File: src/sv/ptmr_pkg.sv
package ptmr_pkg;

	localparam int COUNT_W = 16;
	localparam int MODE_W = 12;
	localparam int TICK_W = 8;
	localparam int DATA_W = 16;
	localparam int CNT_OUT_W = 16;
	localparam int SHIFT_W = 4;
	localparam int ACC_W = 8;
	localparam int ACC_SUM_W = ACC_W + 1;
	localparam int SUM_W = ((COUNT_W > ACC_SUM_W) ? COUNT_W : ACC_SUM_W) + 1;

	typedef enum logic [1:0] {
		OP_TICK,
		OP_WRITE_MODE,
		OP_WRITE_COUNT,
		OP_READ_STATUS
	} opcode_t;

	localparam logic [1:0] CLKS_DIV1 = 2'd0;
	localparam logic [1:0] CLKS_DIV16 = 2'd1;
	localparam logic [1:0] CLKS_DIV256 = 2'd2;
	localparam logic [1:0] CLKS_HBLANK = 2'd3;

	localparam logic [SHIFT_W-1:0] SHIFT_1 = 4'd0;
	localparam logic [SHIFT_W-1:0] SHIFT_16 = 4'd4;
	localparam logic [SHIFT_W-1:0] SHIFT_256 = 4'd8;

	localparam logic [MODE_W-1:0] FLAG_BITS = 12'hC00;
	localparam int CUE_BIT = 7;
	localparam int GATS_BIT = 3;

	typedef struct packed {
		opcode_t opcode;
		logic from_core;
		logic [TICK_W-1:0] ticks;
		logic [DATA_W-1:0] write_data;
	} req_t;

	typedef struct packed {
		logic [CNT_OUT_W-1:0] count_value;
		logic [MODE_W-1:0] mode_value;
		logic overflowed;
		logic hblank_source;
		logic gate_hblank_special;
	} rsp_t;

endpackage

File: src/sv/ptmr_in_stage.sv
module ptmr_in_stage (
	input  logic clk,
	input  logic arst_n,
	input  logic req_valid,
	output logic req_ready,
	input  ptmr_pkg::req_t req,
	input  logic advance,
	output logic valid_s1,
	output ptmr_pkg::req_t item_s1
);
	import ptmr_pkg::*;

	assign req_ready = !valid_s1 || advance;

	always_ff @(posedge clk or negedge arst_n) begin
		if (!arst_n) begin
			valid_s1 <= 1'b0;
		end else if (req_ready) begin
			valid_s1 <= req_valid;
		end
	end

	always_ff @(posedge clk) begin
		if (req_valid && req_ready) begin
			item_s1 <= req;
		end
	end

endmodule

File: src/sv/ptmr_state.sv
module ptmr_state (
	input  logic clk,
	input  logic arst_n,
	input  logic advance,
	input  ptmr_pkg::req_t item_s1,
	output ptmr_pkg::rsp_t result
);
	import ptmr_pkg::*;

	logic [COUNT_W-1:0] count_q, count_d;
	logic [MODE_W-1:0] mode_q, mode_d;
	logic [SHIFT_W-1:0] shift_q, shift_d;
	logic [ACC_W-1:0] accum_q, accum_d;
	logic flag_q, flag_d;

	logic [ACC_SUM_W-1:0] acc_sum;
	logic [ACC_SUM_W-1:0] steps;
	logic [ACC_W-1:0] rem_mask;
	logic [SUM_W-1:0] count_sum;
	logic [MODE_W-1:0] wr_val;
	logic [MODE_W-1:0] mode_wr;

	always_comb begin
		acc_sum = {1'b0, accum_q} + {1'b0, item_s1.ticks};
		steps = acc_sum >> shift_q;
		rem_mask = ACC_W'((ACC_SUM_W'(1) << shift_q) - ACC_SUM_W'(1));
		count_sum = SUM_W'(count_q) + SUM_W'(steps);
		wr_val = item_s1.write_data[MODE_W-1:0];
		if (item_s1.from_core) begin
			mode_wr = (wr_val & ~FLAG_BITS) | (mode_q & FLAG_BITS & ~wr_val);
		end else begin
			mode_wr = wr_val;
		end
	end

	always_comb begin
		count_d = count_q;
		mode_d = mode_q;
		shift_d = shift_q;
		accum_d = accum_q;
		flag_d = flag_q;
		case (item_s1.opcode)
			OP_TICK: begin
				accum_d = ACC_W'(acc_sum) & rem_mask;
				count_d = count_sum[COUNT_W-1:0];
				if (|count_sum[SUM_W-1:COUNT_W]) begin
					flag_d = 1'b1;
				end
			end
			OP_WRITE_MODE: begin
				mode_d = mode_wr;
				if (item_s1.from_core && mode_wr[CUE_BIT]) begin
					count_d = '0;
				end
				case (mode_wr[1:0])
					CLKS_DIV1: begin
						shift_d = SHIFT_1;
						accum_d = '0;
					end
					CLKS_DIV16: begin
						shift_d = SHIFT_16;
						accum_d = '0;
					end
					CLKS_DIV256: begin
						shift_d = SHIFT_256;
						accum_d = '0;
					end
					default: begin
						shift_d = shift_q;
					end
				endcase
			end
			OP_WRITE_COUNT: begin
				count_d = COUNT_W'(item_s1.write_data);
			end
			OP_READ_STATUS: begin
				flag_d = 1'b0;
			end
			default: begin
				flag_d = flag_q;
			end
		endcase
	end

	always_comb begin
		result.count_value = CNT_OUT_W'(count_d);
		result.mode_value = mode_d;
		result.overflowed = (item_s1.opcode == OP_READ_STATUS) ? flag_q : flag_d;
		result.hblank_source = (mode_d[1:0] == CLKS_HBLANK);
		result.gate_hblank_special = (mode_d[1:0] == CLKS_HBLANK) && !mode_d[GATS_BIT];
	end

	always_ff @(posedge clk or negedge arst_n) begin
		if (!arst_n) begin
			count_q <= '0;
			mode_q <= '0;
			shift_q <= SHIFT_1;
			accum_q <= '0;
			flag_q <= 1'b0;
		end else if (advance) begin
			count_q <= count_d;
			mode_q <= mode_d;
			shift_q <= shift_d;
			accum_q <= accum_d;
			flag_q <= flag_d;
		end
	end

endmodule

File: src/sv/ptmr_out_stage.sv
module ptmr_out_stage (
	input  logic clk,
	input  logic arst_n,
	input  logic advance,
	input  ptmr_pkg::rsp_t result,
	output logic out_free,
	output logic rsp_valid,
	input  logic rsp_ready,
	output ptmr_pkg::rsp_t rsp
);
	import ptmr_pkg::*;

	assign out_free = !rsp_valid || rsp_ready;

	always_ff @(posedge clk or negedge arst_n) begin
		if (!arst_n) begin
			rsp_valid <= 1'b0;
		end else if (advance) begin
			rsp_valid <= 1'b1;
		end else if (rsp_ready) begin
			rsp_valid <= 1'b0;
		end
	end

	always_ff @(posedge clk) begin
		if (advance) begin
			rsp <= result;
		end
	end

endmodule

File: src/sv/prescaled_timer_with_mode_register_core.sv
// An accepted request goes through the input register and then the output register, which holds its response.
// Throughput is one transaction per cycle while the response side keeps taking results.
// The timer state is computed from the input register and loaded on advance, so no item waits on another.
// Reset clears the count, mode, prescaler, accumulator and overflow flag, and empties both stages.
module prescaled_timer_with_mode_register_core (
	input  logic clk,
	input  logic arst_n,
	input  logic req_valid,
	output logic req_ready,
	input  ptmr_pkg::req_t req,
	output logic rsp_valid,
	input  logic rsp_ready,
	output ptmr_pkg::rsp_t rsp
);
	import ptmr_pkg::*;

	logic valid_s1;
	req_t item_s1;
	rsp_t result;
	logic out_free;
	logic advance;

	assign advance = valid_s1 && out_free;

	ptmr_in_stage u_in_stage (
		.clk(clk),
		.arst_n(arst_n),
		.req_valid(req_valid),
		.req_ready(req_ready),
		.req(req),
		.advance(advance),
		.valid_s1(valid_s1),
		.item_s1(item_s1)
	);

	ptmr_state u_state (
		.clk(clk),
		.arst_n(arst_n),
		.advance(advance),
		.item_s1(item_s1),
		.result(result)
	);

	ptmr_out_stage u_out_stage (
		.clk(clk),
		.arst_n(arst_n),
		.advance(advance),
		.result(result),
		.out_free(out_free),
		.rsp_valid(rsp_valid),
		.rsp_ready(rsp_ready),
		.rsp(rsp)
	);

`ifndef SYNTHESIS
	a_accept_fills_s1: assert property (@(posedge clk) disable iff (!arst_n)
		req_valid && req_ready |=> valid_s1)
		else $error("Accepted request did not reach the input register.");

	a_advance_gives_rsp: assert property (@(posedge clk) disable iff (!arst_n)
		advance |=> rsp_valid)
		else $error("Advanced item produced no response.");

	a_gate_implies_hblank: assert property (@(posedge clk) disable iff (!arst_n)
		rsp_valid |-> (!rsp.gate_hblank_special || rsp.hblank_source))
		else $error("Gate special flag set without hblank clock select.");

	a_raw_mode_write: assert property (@(posedge clk) disable iff (!arst_n)
		advance && item_s1.opcode == OP_WRITE_MODE && !item_s1.from_core
		|=> rsp.mode_value == $past(item_s1.write_data[MODE_W-1:0]))
		else $error("Raw mode write did not load the mode register.");
`endif

endmodule

File: config.mk
export PLATFORM = sky130hd
export DESIGN_NAME = prescaled_timer_with_mode_register_core
export DESIGN_NICKNAME = d
export VERILOG_FILES = /design/src/sv/ptmr_pkg.sv /design/src/sv/ptmr_in_stage.sv /design/src/sv/ptmr_state.sv /design/src/sv/ptmr_out_stage.sv /design/src/sv/prescaled_timer_with_mode_register_core.sv
export SDC_FILE = /design/constraint.sdc
export NUM_CORES = 1
export LEC_CHECK = 0
export BUFFER_PORTS_ARGS = -buffer_cell sky130_fd_sc_hd__buf_2
export CORE_MARGIN = 8
export CORE_UTILIZATION = 55
export CTS_CLUSTER_DIAMETER = 100
export CTS_CLUSTER_SIZE = 12
export DETAILED_ROUTE_END_ITERATION = 7
export HOLD_SLACK_MARGIN = 0.15
export PLACE_DENSITY = 0.81
export SYNTH_ARGS = -nofsm -noshare
export SYNTH_HDL_FRONTEND = slang
export SYNTH_SLANG_ARGS = --single-unit
export TNS_END_PERCENT = 10
File: constraint.sdc
create_clock -name clk -period 9.65 [get_ports clk]
set_clock_uncertainty 0.1 [all_clocks]
set_input_delay 0.965 -clock clk [delete_from_list [all_inputs] [get_ports clk]]
set_output_delay 0.965 -clock clk [all_outputs]
set_load 0.05 [all_outputs]
==> reports/qor.yml <==
timing:
  setup_viol: 0
  fin_crit_ns: 4.02
  worst_slew_pin_slew_ns: 1.01
  hold_viol: 0
  setup_tns_ns: 0
  fin_crit_sh: 0.417
  max_freq_mhz: 249
  slew_violations: 0
  slew_headroom: 0.326
  grt_setup_unrepaired: "false"
critical_path:
  r2r-start: "u_state.accum_q[0]"
  timing.rr.end: "u_out_stage.rsp[29]"
  path_max_fanout: 9
  r2r_cells: 17
  end_kind: "flip-flop"
  start_kind: "flip-flop"
  cp_num_buf_inv: 2
  endpoint: "u_out_stage.rsp[29]"
  reg2reg_slack_ns: 5.63
  critical_path_class: "reg2reg"
  arrival_ns: 4.16
  cp.required_ns: 9.79
  crit_cells: 17
  cp_top_family: "adder cells"
  crit_chain: "ha_1, inv_1, fa_1, nor2b_1, o21ai_0, a21boi_0, mux2i_1, o22ai_1, ha_1, inv_1, fa_1, nor2b_1, o2111ai_1, a21oi_1, o21ai_2, or4_1, nand4_1"
  worst_path_largest_cell_delay_ns: 0.43
  cp-startpoint: "u_state.accum_q[0]"
  crit_path_top_delay_cell: "or4_1"
clock_tree:
  cts_sinks: 99
  insertion_delay_ns: 0.37
  clock_path_buffers: 2
  cts_hold_buf: 0
  post_cts_buffers: 0
  cts.repair.resized: 0
  cts_tree: "built"
  clockRootBuffer: "clkbuf_8"
  cts_buffers: 9
  path_clk_slew_ns: 0.10
  ctsHtreeMaxLevel: 3
global_route:
  grt_pass1_wl_mm: 18.2
  grt_overflow: 0
  grt.total_usage: 0.178
  antenna_found_initial: 0
  grt_max_degree: 58
  grt_pass1_vias: 3731
logic_synthesis:
  ys_top_cells_by_area: "edfxtp_1, dfrtp_1, ha_1"
  synth_area_um2: 5000
  synth_top_area_share: 0.348
  synthArstFlopShare: 0.414
  ys_seq_elements: 99
  syn_avg_cell_area_um2: 11.7
  yosys.area.top_type: "edfxtp_1"
  syn-instance-count: 428
  netlist-cell-type-count: 63
  synth-edff-count: 58
  synth-main-ff-cell: "edfxtp_1"
  ys_warn_count: 0
  synth_seq_area_share: 0.553
  syn-num-nets: 483
route:
  drc: 0
  viasPerCell: 6.06
  wl_mm: 10.8
  drtPass1Iterations: 5
  drtIter0Drc: 281
  vias: 3653
  wl_per_cell_um: 17.9
  ant_nets: 0
placement:
  place_congestion: 0.908
  dp_hpwl_mm: 7.48
  port_buffers: 63
finish:
  final_common_cell: "buf_2"
  nets: 542
  regArea_um2: 2770
  fillers: 701
  syn2layout_area_growth_pct: 11.7
  final_layout_size_suffix_gt1_frac: 0.224
  antenna_cells: 0
  multi_input_area_um2: 2080
  utilization: 0.620
  layout_common_cells: "buf_2, edfxtp_1, dfrtp_1"
floorplanning:
  dieArea_um2: 12400
  core_area_um2: 9020
  chipHeight_um: 111
  io_pins: 64
  start_util: 0.555
  die_w_um: 111
  num_rows: 35
power_and_ir_drop:
  p_leak_uw: 0.00236
  vdd_drop_max_uv: 112
  power.density_nw_per_um2: 246
hold_path:
  hold_start: "u_state.mode_q[3]"
  hold_path.class: "reg2reg"
status:
  status: "finished, final reports clean"
flow_run:
  cap_violations: 0
-- Yosys cell counts, types with 4 or more instances --
cell type,instances
mux2_2,19
xnor2_1,6
clkbuf_1,11
and3_1,4
a31oi_1,4
o21ai_0,32
ha_1,22
nor3_1,4
nand3_1,10
a21oi_1,16
a32oi_1,8
a22oi_1,11
xor2_1,6
nand2b_1,6
dfrtp_1,41
nor2b_1,5
a21o_1,8
mux2i_1,6
o21ai_1,5
nor2_1,22
edfxtp_1,58
nand2_1,40
inv_1,17
-- stage by stage --
step	total power [uW]	cell area [um2]	setup WS, ns	std cells	hold slack, ns
6_report	1370	5590	5.63	603	0.389
5_1_grt	1460	5590	5.36	603	0.425
4_1_cts	1370	5590	5.64	603	0.385
3_5_place_dp	1110	5390	5.66	587	0.364
3_3_place_gp	1090	5390	5.79	587	0.356
2_1_floorplan	994	5000	6.04	428	0.342
-- worst min path at each step --
| stage | cells after the start | end | slack, ns |
|---|---|---|---|
| after CTS | 2 | u_state.mode_q[3] | 0.39 |
| final | 2 | u_state.mode_q[3] | 0.39 |
| after global routing | 2 | u_state.mode_q[10] | 0.42 |
| after floorplan | 2 | u_state.mode_q[3] | 0.34 |
| after detailed placement | 2 | u_state.mode_q[3] | 0.36 |
| after global placement | 2 | u_state.mode_q[3] | 0.36 |
-- power by group --
group          switching, uW  total, uW  internal [uW]
clock network            148        270            122
registers               64.9        614            549
logic                    305        491            186
-- routing by layer --
layer	routed length, um	vias up	part of all wire	track usage
met3	626	15	0.058	0.0457
met5	0	-	0	0
met2	5090	141	0.47	0.281
met1	4900	1770	0.45	0.229
li1	-	1727	-	-
met4	210	0	0.019	0.0693
-- worst reg2reg max path, delay by kind of cell (launching register included) --
kind	cells	cell delay (ns)
AOI/OAI and AO/OA	6	1.16
adders and majority gates	4	1.16
buffers and inverters	2	0.11
DFF	1	0.36
muxes	1	0.13
and+or+nand+nor	4	0.86
-- flip-flops by register name (all words and copies together) (netlist names), 2 cells and up --
register,count
u_state.count_q,16
u_in_stage.item_s1,27
u_out_stage.rsp,31
u_state.mode_q,12
u_state.accum_q,8
u_state.shift_q,2
-- final cells by class --
| type | instances | share of cell area |
|---|---|---|
| clock buffer | 9 | 0.0222 |
| clock inverter | 7 | 0.0139 |
| inverter | 18 | 0.0121 |
| multi-input combinational | 293 | 0.372 |
| sequential | 99 | 0.495 |
| tap | 111 | 0.0248 |
| timing repair buffer | 66 | 0.0604 |
-- cells by family after synthesis --
kind of cell,count (synthesis),synth area share
compound gates,125,0.174
xor+xnor,12,0.0210
fa+ha+maj,24,0.0630
flops,99,0.553
simple gates,107,0.102
buf+inv,36,0.0317
mux,25,0.0548
(Power assumes the default switching activity.)
